<file path="src/hw/rtl/ssp_divider.sv">
// Pipelined restoring divider, one quotient bit per stage.
// Needs rem0 < den on entry; self-contained, sideband travels with each beat.
module ssp_divider #(
  parameter int unsigned DEN_W  = 26,
  parameter int unsigned Q_W    = 24,
  parameter int unsigned SIDE_W = 1
) (
  input  logic              clk,
  input  logic              rst,
  input  logic              en,
  input  logic              in_valid,
  input  logic [DEN_W-1:0]  rem0,
  input  logic [Q_W-1:0]    low,
  input  logic [DEN_W-1:0]  den,
  input  logic [SIDE_W-1:0] in_side,
  output logic              out_valid,
  output logic [Q_W-1:0]    quot,
  output logic [SIDE_W-1:0] out_side
);

  logic              vld  [Q_W];
  logic [DEN_W-1:0]  rem  [Q_W];
  logic [Q_W-1:0]    lo   [Q_W];
  logic [Q_W-1:0]    q    [Q_W];
  logic [DEN_W-1:0]  dv   [Q_W];
  logic [SIDE_W-1:0] side [Q_W];

  for (genvar g = 0; g < Q_W; g++) begin : g_stage
    logic              vld_in;
    logic [DEN_W-1:0]  rem_in;
    logic [Q_W-1:0]    lo_in;
    logic [Q_W-1:0]    q_in;
    logic [DEN_W-1:0]  dv_in;
    logic [SIDE_W-1:0] side_in;
    logic [DEN_W:0]    sh;
    logic [DEN_W:0]    diff;

    if (g == 0) begin : g_first
      assign vld_in  = in_valid;
      assign rem_in  = rem0;
      assign lo_in   = low;
      assign q_in    = '0;
      assign dv_in   = den;
      assign side_in = in_side;
    end else begin : g_next
      assign vld_in  = vld[g-1];
      assign rem_in  = rem[g-1];
      assign lo_in   = lo[g-1];
      assign q_in    = q[g-1];
      assign dv_in   = dv[g-1];
      assign side_in = side[g-1];
    end

    assign sh   = {rem_in, lo_in[Q_W-1]};
    assign diff = sh - {1'b0, dv_in};

    always_ff @(posedge clk) begin
      if (rst) begin
        vld[g] <= 1'b0;
      end else if (en) begin
        vld[g] <= vld_in;
      end
      if (en) begin
        if (sh >= {1'b0, dv_in}) begin
          rem[g] <= diff[DEN_W-1:0];
          q[g]   <= {q_in[Q_W-2:0], 1'b1};
        end else begin
          rem[g] <= sh[DEN_W-1:0];
          q[g]   <= {q_in[Q_W-2:0], 1'b0};
        end
        lo[g]   <= lo_in << 1;
        dv[g]   <= dv_in;
        side[g] <= side_in;
      end
    end
  end

  assign out_valid = vld[Q_W-1];
  assign quot      = q[Q_W-1];
  assign out_side  = side[Q_W-1];

endmodule

</file>
<file path="config.mk">
export PLATFORM = sky130hd
export DESIGN_NAME = ssp_divider
export DESIGN_NICKNAME = d
export VERILOG_FILES = /design/src/hw/rtl/ssp_divider.sv
export SDC_FILE = /design/constraint.sdc
export NUM_CORES = 2
export LEC_CHECK = 0
export BUFFER_PORTS_ARGS = -buffer_cell sky130_fd_sc_hd__buf_2
export CORE_ASPECT_RATIO = 0.9
export CORE_MARGIN = 2
export CORE_UTILIZATION = 30
export DETAILED_ROUTE_END_ITERATION = 10
export GPL_TIMING_DRIVEN = 0
export PLACE_DENSITY_LB_ADDON = 0.1
export SYNTH_ARGS = -nofsm -noshare
export SYNTH_HDL_FRONTEND = slang
export SYNTH_SLANG_ARGS = --single-unit
</file>
<file path="constraint.sdc">
create_clock -name clk -period 5.3 [get_ports clk]
set_input_delay 0.795 -clock clk [delete_from_list [all_inputs] [get_ports clk]]
set_output_delay 0.795 -clock clk [all_outputs]
set_load 0.02 [all_outputs]
</file>
==> Word-level counts from Yosys, hierarchy flattened <==
Memory sizes are Yosys's and may differ from the RTL's.
Cells that the tools add are included.
{ "word_totals": {"reg_bits": 0, "latchBits": 0, "ramBits": 2424, "rom_bits": 0, "word_cells": 348, "memories": 6} }
{ "op_classes": {"add_sub_neg": 24, "n_mul": 0, "n_div": 0, "order_cmp": 24, "n_eq_ne": 0, "shift": 0, "n_mux": 222, "n_bitwise": 72, "reduce_logical": 0} }
{ "mem_list": {"columns": ["name", "depth", "width", "rd", "rd_clocked_by_memory_dff", "write_ports", "line", "rtl"], "rows": [
  ["dv", 24, 26, 23, 0, 24, "25", "logic [DEN_W-1:0] dv [Q_W];"],
  ["rem", 24, 26, 23, 0, 24, "22", "logic [DEN_W-1:0] rem [Q_W];"],
  ["q", 24, 24, 24, 0, 24, "24", "logic [Q_W-1:0] q [Q_W];"],
  ["lo", 24, 23, 23, 0, 24, "23", "logic [Q_W-1:0] lo [Q_W];"],
  ["side", 24, 1, 24, 0, 24, "26", "logic [SIDE_W-1:0] side [Q_W];"],
  ["vld", 24, 1, 24, 0, 24, "21", "logic vld [Q_W];"]
]} }
{ "op_table": {"columns": ["operator", "n"], "rows": [
  ["27-bit by 26-bit >= comparator with 1-bit output", 24],
  ["26-bit 2-to-1 mux", 24],
  ["26-bit subtractor", 24],
  ["24-bit 2-to-1 mux", 24],
  ["1-bit 2-to-1 mux", 174],
  ["1-bit OR", 72]
]} }

==> Logic depth before layout (Yosys ltp) <==
An unclocked memory read counts as a cell.
{ "logic_depth": {"depth_word": 6, "ltp_mapped": 14, "depth_no_buf": 13} }

==> Worst setup path after synthesis <==
OpenSTA, ideal clock, no wires.
{ "synth_timing": {"kind": "input port to flip-flop", "start": "in den[6]", "end": "mem rem[0][4] (data pin)", "arrival_time_ns": 3.254, "required_time_ns": 5.038, "slack_ns": 1.784, "cell_stages": 10, "cell_sequence": "inv_1 > ha_1 > a2111o_1 > o211ai_1 > a31oi_1 > o21a_1 > a41o_1 > a31oi_1 > buf_2 > mux2_1"} }
{ "synth_lines": {"columns": ["element", "line", "rtl"], "rows": [
  ["from (decl)", "14", "input logic [DEN_W-1:0] den,"],
  ["to (decl)", "22", null]
]} }

==> results.cfg <==
[sta]
tightest_slew_ns = 1.24
fin_crit_ns = 4.80
maxSlewHeadroom = 0.166
hold_viol = 0
fin_worst_skew_ns = 0.0747
rsz0062_at_grt = no
finalSetupViolations = 0
fin_crit_sh = 0.905
hold_slack_ns = 0.105
fin_ws_ns = 0.502
drv_slew = 0
fmax_mhz = 208

[worst_setup_path]
endpoint_kind = flop
crit_required_ns = 5.86
crit_chain = buf_8 -> buf_16 -> buf_16 -> clkbuf_2 -> buf_12 -> buf_2 -> o211ai_1 -> nor3_2 -> inv_2 -> clkbuf_1 -> nor2_1 -> a21oi_1
crit_fanout = 103
crit_slowest_cell = buf_2
arrival_ns = 5.36
critPathMostFrequentCell = buf_16
cp-start-kind = input port
criticalPathCategory = in -> reg
critPathMaxStageDelay_ns = 0.92

[clock_tree]
h-tree-depth = 4
clk_pin_slew_ns = 0.05
clk_latency_ns = 0.91
clock-sinks = 1820
cts_tree = yes
cts_buffer_depth = 4
root_buffer = clkbuf_16
cts_inserted_buffers = 216

[logic_synthesis]
ys_ff_latch = 1820
synth.avg_cell_area_um2 = 12.0
synth_top_family_by_area = compound AO/OA/AOI/OAI gates
synthesis.area_mm2 = 0.0948
syn_nets = 8634
synth_compound_area_frac = 0.132
ys_top_cells_by_area = edfxtp_1, ha_1, inv_1
synth_cell_type_count = 100
synth_largest_area_cell = edfxtp_1
synth_edf_count = 1819
seq_area_frac_synth = 0.576
synth_warnings = 0
synthTopCellsByCount = edfxtp_1, inv_1, ha_1
synthAdderAreaFrac = 0.0872
synth-simple-area-share = 0.0872
synth.most_common_cell = edfxtp_1
synthXorXnorAreaFrac = 0.0418
synthArstFlopShare = 0
synthCells = 7906
synth_flop_cell = edfxtp_1
synth_top_area_share = 0.576
synth.area.mux_share = 0.0353

[global_route]
antenna_found_initial = 18
overflow = 0
grt_max_degree = 118
grtUsageTotal = 0.160
grt_pass1_wl_mm = 391
first_global_vias = 60900

[die]
dieHeight_um = 537
core-area_mm2 = 0.314
start_util = 0.302
fp.dieW_um = 597
io_pins = 107
die_area_mm2 = 0.321
row_count = 195

[layout]
instances_no_fill = 12600
drive_above_1_share = 0.0880
fin_util = 0.345
num-nets-final = 8989
final_area_mm2 = 0.108
area_delta_synth_final_pct = 14.2

[placement]
dp_cells = 12200
port_buffers = 106
place_ws_ns = -1.36
dpl_cell_area_mm2 = 0.101
gp_congestion = 0.868
dp_hpwl_mm = 199

[hold_path]
hp-class = in -> reg

[detailed_routing]
routedWlPerCell_um = 20.7
drtPass1Iterations = 6
dr_total_vias = 61000
routed_wl_mm = 261
remaining_drc_errors = 0
ant_nets = 0
drtIter0Drc = 4406
vias_per_cell = 4.85

[pwr]
p_leak_nw = 42.5
p_switching_mw = 23.2
ir_drop_v = 0.000294
internal_power_mw = 40.0
switching_share = 0.367
p_per_area_mw_per_mm2 = 584
clkPwrFrac = 0.238
combPwrFrac = 0.407
seqPwrFrac = 0.355

[flow_run]
maxCapViolCount = 0

[status]
outcome = finished clean
-- per-layer routing --
metal,GRT usage,wire (um),vias to the layer above
met5,0,69,-
met4,0.0440,6820,12
met3,0.0212,10500,327
met2,0.262,120000,1141
met1,0.222,123000,29600
li1,-,-,29900
-- worst max-delay path, delay by kind of cell --
family                 cells  cell delay, ns
AOI/OAI and AO/OA          2            0.30
buffers and inverters      8            2.99
and+or+nand+nor            2            0.99
-- power by group through the flow --
stage               logic [mW]  clock network (mW)  registers (mW)
floorplan                 19.0                   0            21.6
global placement          25.6                   0            23.1
detailed placement        25.6                   0            22.8
CTS                       25.8                15.7            22.6
global route              28.8                16.2            22.8
finish                    25.7                15.1            22.4
-- metrics by stage --
stage          setup TNS [ns]  total power, mW
6_report                    0             63.2
5_1_grt                     0             67.8
4_1_cts                     0             64.1
3_5_place_dp          -161.26             48.4
3_3_place_gp                -             48.7
2_1_floorplan               0             40.6
-- kinds of logic (layout without fill, tap and decap cells) --
family,Yosys count,in the layout
other,0,3
buffers and inverters,980,1507
AND/OR/NAND/NOR,1749,1749
flip-flops,1820,1820
adder cells (fa/ha/maj),647,647
multiplexers,298,298
XOR/XNOR,452,452
AO/OA/AOI/OAI,1960,1960
-- what timing repair did --
item / in CTS / in global routing
setup endpoints to repair: 24 / 0
setup buffers: 0 / 0
endpoints found under the hold margin: 6 / 0
hold buffers: 6 / 0
gates resized for setup: 0 / 0
-- sequential cells by signal, summed over array words and instances, names as in the netlist --
register and count:
dv 598, rem 598, q 300, lo 276
side 24, vld 24
-- final timing paths --
check                                 from           to  slack [ns]  depth (start not counted)
worst min-delay path               low[10]    lo[0][10]        0.10                          1
worst min register to register   lo[1][82]   lo[1][106]        0.35                          0
worst max-delay path                    en   rem[1][38]        0.50                         12
worst max register to register  dv[0][132]  rem[0][156]        0.82                         11
-- cell type report --
cell class | count | area, um^2
Buffer | 180 | 811
Multi-Input combinational cell | 5106 | 36400
Sequential cell | 1820 | 54600
Tap cell | 4137 | 5180
Timing Repair Buffer | 138 | 1200
Clock buffer | 251 | 5620
Antenna cell | 3 | 7.51
Inverter | 799 | 3000
Clock inverter | 139 | 1470
Fill cell | 31000 | 206000
-- layout by cell type (no fill, tap or decap), types with 47 or more instances in the layout --
cell type	n
edfxtp_1	1819
inv_1	797
ha_1	624
nand2_1	549
a21oi_1	532
nor2_1	436
o21ai_0	426
a21o_1	274
xnor2_1	271
clkbuf_16	220
xor2_1	181
clkbuf_1	145
mux2_2	142
buf_2	133
nor3_1	130
nand3_1	118
o21a_1	116
mux2_1	114
nor2b_1	98
nand4_1	90
a31oi_1	72
o21bai_1	70
and2_1	69
and3_1	65
nand2b_1	62
a211oi_1	61
o21ai_1	47
o31ai_1	47
No activity file was read; power rests on OpenSTA's default activity.
