`src/hw/rtl/ssp_isqrt.sv`:
```
// Pipelined integer square root, one result bit per stage.
// Self-contained; a sideband vector travels alongside each beat.
module ssp_isqrt #(
  parameter int unsigned ROOT_W = 26,
  parameter int unsigned SIDE_W = 1
) (
  input  logic                  clk,
  input  logic                  rst,
  input  logic                  en,
  input  logic                  in_valid,
  input  logic [2*ROOT_W-1:0]   radicand,
  input  logic [SIDE_W-1:0]     in_side,
  output logic                  out_valid,
  output logic [ROOT_W-1:0]     root,
  output logic [SIDE_W-1:0]     out_side
);

  logic                vld  [ROOT_W];
  logic [ROOT_W+1:0]   rem  [ROOT_W];
  logic [ROOT_W-1:0]   res  [ROOT_W];
  logic [2*ROOT_W-1:0] rad  [ROOT_W];
  logic [SIDE_W-1:0]   side [ROOT_W];

  for (genvar g = 0; g < ROOT_W; g++) begin : g_stage
    logic                vld_in;
    logic [ROOT_W+1:0]   rem_in;
    logic [ROOT_W-1:0]   res_in;
    logic [2*ROOT_W-1:0] rad_in;
    logic [SIDE_W-1:0]   side_in;
    logic [ROOT_W+1:0]   rem_sh;
    logic [ROOT_W+1:0]   trial;

    if (g == 0) begin : g_first
      assign vld_in  = in_valid;
      assign rem_in  = '0;
      assign res_in  = '0;
      assign rad_in  = radicand;
      assign side_in = in_side;
    end else begin : g_next
      assign vld_in  = vld[g-1];
      assign rem_in  = rem[g-1];
      assign res_in  = res[g-1];
      assign rad_in  = rad[g-1];
      assign side_in = side[g-1];
    end

    assign rem_sh = {rem_in[ROOT_W-1:0], rad_in[2*ROOT_W-1 -: 2]};
    assign trial  = {res_in, 2'b01};

    always_ff @(posedge clk) begin
      if (rst) begin
        vld[g] <= 1'b0;
      end else if (en) begin
        vld[g] <= vld_in;
      end
      if (en) begin
        if (rem_sh >= trial) begin
          rem[g] <= rem_sh - trial;
          res[g] <= {res_in[ROOT_W-2:0], 1'b1};
        end else begin
          rem[g] <= rem_sh;
          res[g] <= {res_in[ROOT_W-2:0], 1'b0};
        end
        rad[g]  <= rad_in << 2;
        side[g] <= side_in;
      end
    end
  end

  assign out_valid = vld[ROOT_W-1];
  assign root      = res[ROOT_W-1];
  assign out_side  = side[ROOT_W-1];

endmodule

```
`config.mk`:
```
export PLATFORM = sky130hd
export DESIGN_NAME = ssp_isqrt
export DESIGN_NICKNAME = d
export VERILOG_FILES = /design/src/hw/rtl/ssp_isqrt.sv
export SDC_FILE = /design/constraint.sdc
export NUM_CORES = 2
export LEC_CHECK = 0
export ABC_AREA = 1
export BUFFER_PORTS_ARGS = -buffer_cell sky130_fd_sc_hd__buf_2
export CAP_MARGIN = 20
export CORE_ASPECT_RATIO = 1.2
export CORE_UTILIZATION = 50
export DETAILED_ROUTE_END_ITERATION = 16
export PLACE_DENSITY = 0.66
export SYNTH_ARGS = -nofsm -noshare
export SYNTH_HDL_FRONTEND = slang
export SYNTH_SLANG_ARGS = --single-unit
```
`constraint.sdc`:
```
create_clock -name clk -period 2.5 [get_ports clk]
set_clock_uncertainty 0.05 [all_clocks]
set_input_delay 0.5 -clock clk [delete_from_list [all_inputs] [get_ports clk]]
set_output_delay 0.5 -clock clk [all_outputs]
set_load 0.02 [all_outputs]
```
; ---- After elaboration in Yosys (flattened, before gate mapping)
; Memory sizes are Yosys's and may differ from the RTL's.
; Cells that the tools add are included.
[totals]
register_bits = 0
in_bits = 57
mem_bits_rw = 2756
output_inout_bits = 28
n_memories = 5
word_cells = 375
[memory_table]
columns = name, words, width, rd, rd_ports_with_merged_regs, wr, line_no
row1 = rad, 26, 50, 25, 0, 26, 21  ; logic [2*ROOT_W-1:0] rad [ROOT_W];
row2 = rem, 26, 28, 25, 0, 26, 19  ; logic [ROOT_W+1:0] rem [ROOT_W];
row3 = res, 26, 26, 26, 0, 26, 20  ; logic [ROOT_W-1:0] res [ROOT_W];
row4 = side, 26, 1, 26, 0, 26, 22  ; logic [SIDE_W-1:0] side [ROOT_W];
row5 = vld, 26, 1, 26, 0, 26, 18  ; logic vld [ROOT_W];
[op_classes]
mux = 240
n_lt_le_gt_ge = 26
addsub = 26
n_bitwise = 78
[ops]
columns = cell, n
row1 = 28-bit 2-to-1 mux, 26
row2 = 28-bit >= comparator, 25
row3 = 28-bit subtractor, 25
row4 = 26-bit 2-to-1 mux, 26
row5 = 1-bit 2-to-1 mux, 188
row6 = 1-bit bitwise OR, 78
row7 = 2-bit by 1-bit subtractor with 3-bit output (second input constant), 1
row8 = 2-bit by 1-bit >= comparator with 1-bit output (second input constant), 1

; ---- Longest topological paths before layout
; An unclocked memory read counts as a cell.
[depth]
word_depth = 6
mapped_depth = 16
mapped_depth_nobuf = 15

; ---- Least setup slack after synthesis
; Ideal clock, no wire load.
[synth_path]
path_type = input to register
startpoint = in en
endpoint = mem rem[24][0] (netlist name), enable pin
n_path_buf = 3
t_required_ns = 2.023
setup_ns = 0.427
cell_stages = 3
arrival_ns = 2.181
slack_ns = -0.158
cell_sequence = buf_6 buf_4 clkbuf_1
[synth_lines]
columns = element, line_no
row1 = from (decl), 9  ; input logic en,
row2 = to (decl), 19

==> key figures <==
STA
  – Max Slew Vio Count: 0
  – Hold Vio Cnt, Final: 0
  – Worst Tran Pin Value: 1020 ps
  – Worst relative slew slack: 32.0%
  – Max Freq: 0.405 GHz
  – Min Clock Period, post-route: 2470 ps
  – Setup WS post-layout: 28.9 ps
  – RSZ-0062 raised after global routing: true
  – Setup violators final: 0
  – Fin crit share: 98.8%

Finish
  – Proportion of layout cells with a drive suffix above 1: 13.5%
  – Area delta synth->final: 18.8%
  – Finished Layout Cells: 13800
  – Filler cells: 15900
  – Most frequent cells in the layout: nand2_1 (3093), inv_1 (1852), edfxtp_1 (1667)
  – NumNets Final: 11700
  – Most common cell after layout, fill and taps aside: nand2_1

Global routing
  – Pin count of the biggest net entering global routing: 176
  – Remaining Overflow, GRT: 0
  – GR Util All Layers: 27.2%
  – Number of antenna violations at the first check in global routing: 6
  – Global-route wire length before repair: 387 mm
  – Number of global-route vias before repair: 69700

Route
  – DRT iter0 DRCs: 4748
  – Post-route ant nets: 0
  – Routed WL: 254 mm
  – DR vias/cell: 5.11
  – Residual DRC: 0
  – First-pass DRT Iterations: 6
  – WL per Instance: 18.4 um
  – DR vias: 70500

Placed design
  – # placed instances: 13300
  – IO buf count: 84
  – Place WS: -290 ps
  – Hpwl dp: 198 mm
  – GP Congestion: 0.941

Power and ir drop
  – Clk pwr share: 29.7%
  – Pleak: 49.6 nW
  – Combinational share of power: 27.7%
  – Power per Cell Area: 805 nW/um^2
  – Seq pwr share: 42.6%
  – Internal: 0.0586 W
  – Net Sw Frac: 33.0%
  – P_sw: 0.0288 W
  – Peak VDD IR: 0.918 mV

Setup path
  – R2r startpoint: rem[20][8]
  – Worst Setup SP: rem[20][8]
  – Data required, critical path: 2980 ps
  – FF-to-FF path depth: 13
  – Critical path endpoint: rem[21][19]
  – CP endpoint kind: register
  – Largest fanout on the critical path: 6
  – Worst flop-to-flop path endpoint: rem[21][19]
  – WP data arrival: 2950 ps
  – Kind of critical path: reg -> reg
  – Startpoint Class: register
  – Reg2reg setup slack: 30 ps

Run
  – Max-cap violation count: 0

Yosys
  – Synth warnings: 0
  – Netlist cell types: 57
  – Post-synthesis mux area share: 0%
  – XOR/XNOR Fraction of Synth Area: 2.66%
  – Simple-Gate Fraction of Synth Area: 24.3%
  – EDFF count, synth: 1667
  – Post-Synth Adder-Cell Area: 5.20%
  – #FFs+latches synth: 1668
  – Net Count, Synth: 10700
  – Synth Area in Compound Gates: 4.45%
  – Post-Syn Area: 91400 um^2
  – Syn avg cell area: 8.86 um^2
  – Syn Inst Count: 10300
  – Synth Flop Type: edfxtp_1
  – Async SR Flop Fraction: 0%
  – Largest family of logic cells by synthesized area: simple AND/OR/NAND/NOR gates
  – Sequential cell area fraction in the yosys report: 54.8%

CTS
  – Clk_lat worst skew: 860 ps
  – Root Driver: clkbuf_16
  – Clock sinks: 1668
  – Total CTS buffers: 170
  – Clk buf depth: 3
  – CTS clk-pin slew, worst paths: 70 ps
  – CTS tree: done
  – Htree depth: 4

Hold path
  – Worst min-delay path class: in -> reg

Floorplanning
  – Placeable Area: 181000 um^2
  – Die height: 470 um
  – Initial core utilization: 50.4%
  – IO Count: 85
  – Die area: 184000 um^2
  – FP Rows: 171
  – Chip Width: 392 um

Run status
  – Outcome: complete, no violations
[per-layer routing]
metal | vias up | GRT usage, % | wire length (um)
li1 | 35400 | - | -
met5 | - | 0 | 32
met2 | 1791 | 48.0 | 127000
met1 | 32800 | 33.2 | 104000
met4 | 4 | 12.6 | 12700
met3 | 502 | 2.96 | 10200
[per-stage QoR]
step	utilization (%)	cell area [um^2]	hold slack [ps]	setup TNS, ps	power, W
floorplan	-	91400	350	-166	0.0509
global placement	54.7	99100	350	-9100	0.0602
detailed placement	54.7	99100	355	-10530	0.0603
CTS	58.4	106000	1.56	-7.81	0.0867
global route	59.9	109000	30.7	-829	0.0921
finish	59.9	109000	65.6	0	0.0874
[how the worst min path moves through the flow]
stage	startpoint	end	slack [ps]	cells after the start
after floorplan	rad[0][52]	rad[0][104]	350	0
after global placement	rad[0][295]	rad[0][347]	350	0
after detailed placement	rad[0][83]	rad[0][135]	350	0
after CTS	en	rem[11][10]	2	2
after global routing	en	rem[11][10]	30	2
final	en	rem[11][10]	70	2
[logic make-up (layout without fill, tap and decap cells)]
logic type / count (synthesis) / count (layout)
flip-flops: 1668 / 1668
buffers and inverters: 1999 / 3069
AND/OR/NAND/NOR: 5257 / 5264
AO/OA/AOI/OAI: 727 / 728
other: 0 / 2
XOR/XNOR: 278 / 278
adder cells (fa/ha/maj): 380 / 380
[synthesized netlist by cell type (16+ instances only)]
library cell	count	area [um^2]
a21oi_1	339	1700
xor2_1	170	1490
buf_6	27	304
inv_1	1866	7000
nand2_1	3141	11800
nor2_1	897	3370
o21bai_1	42	315
nand4_1	211	1320
o21ai_1	51	255
xnor2_1	108	946
nand2_2	16	100
o21ai_2	31	272
nor3_1	127	636
nand3b_1	64	480
inv_2	18	67.6
o21ai_0	207	1040
nor2_2	31	194
nand3_1	663	3320
ha_1	380	4750
edfxtp_1	1667	50100
buf_4	20	150
clkbuf_1	29	109
nand3_2	17	170
buf_2	35	175
nor4_1	17	106
[worst max-delay path, stage by stage (launching register included)]
cell and delay [ps]:
edfxtp_1 480, ha_4 330, nand2_1 100, inv_1 120
nand2_2 90, nor2_1 110, nand2_1 70, nand3_2 100
nand2_1 100, nand2_2 150, nand2_8 110, buf_4 170
nand3_1 70, nand2_1 130
[state kept, by name (all words and copies together), names as in the netlist]
name,flops
rad,650
res,351
side,26
vld,26
rem,615
[what timing repair did]
action	4_1_cts	5_1_grt
endpoints found under the setup margin	158	459
buffers inserted	14	106
gates resized for setup	53	317
pin swaps	8	64
gates cloned	3	8
hold endpoints to repair	54	0
hold buffers	54	0
[cell type report]
| type | count | area (um^2) | share of cell area [%] |
|---|---|---|---|
| Multi-Input combinational cell | 6650 | 35500 | 32.7 |
| Antenna cell | 2 | 5.00 | 0.00461 |
| Inverter | 1885 | 7090 | 6.53 |
| Clock buffer | 198 | 4360 | 4.02 |
| Clock inverter | 109 | 1430 | 1.31 |
| Timing Repair Buffer | 877 | 7090 | 6.53 |
| Sequential cell | 1668 | 50100 | 46.1 |
| Tap cell | 2422 | 3030 | 2.79 |
[power groups by stage]
stage	logic [W]	clock network (W)	registers, W
final	0.0242	0.0259	0.0372
after global routing	0.0271	0.0275	0.0375
after CTS	0.0230	0.0265	0.0372
after detailed placement	0.0226	0	0.0377
after global placement	0.0225	0	0.0376
after floorplan	0.0144	0	0.0365
Power figures use the tool's default switching activity.
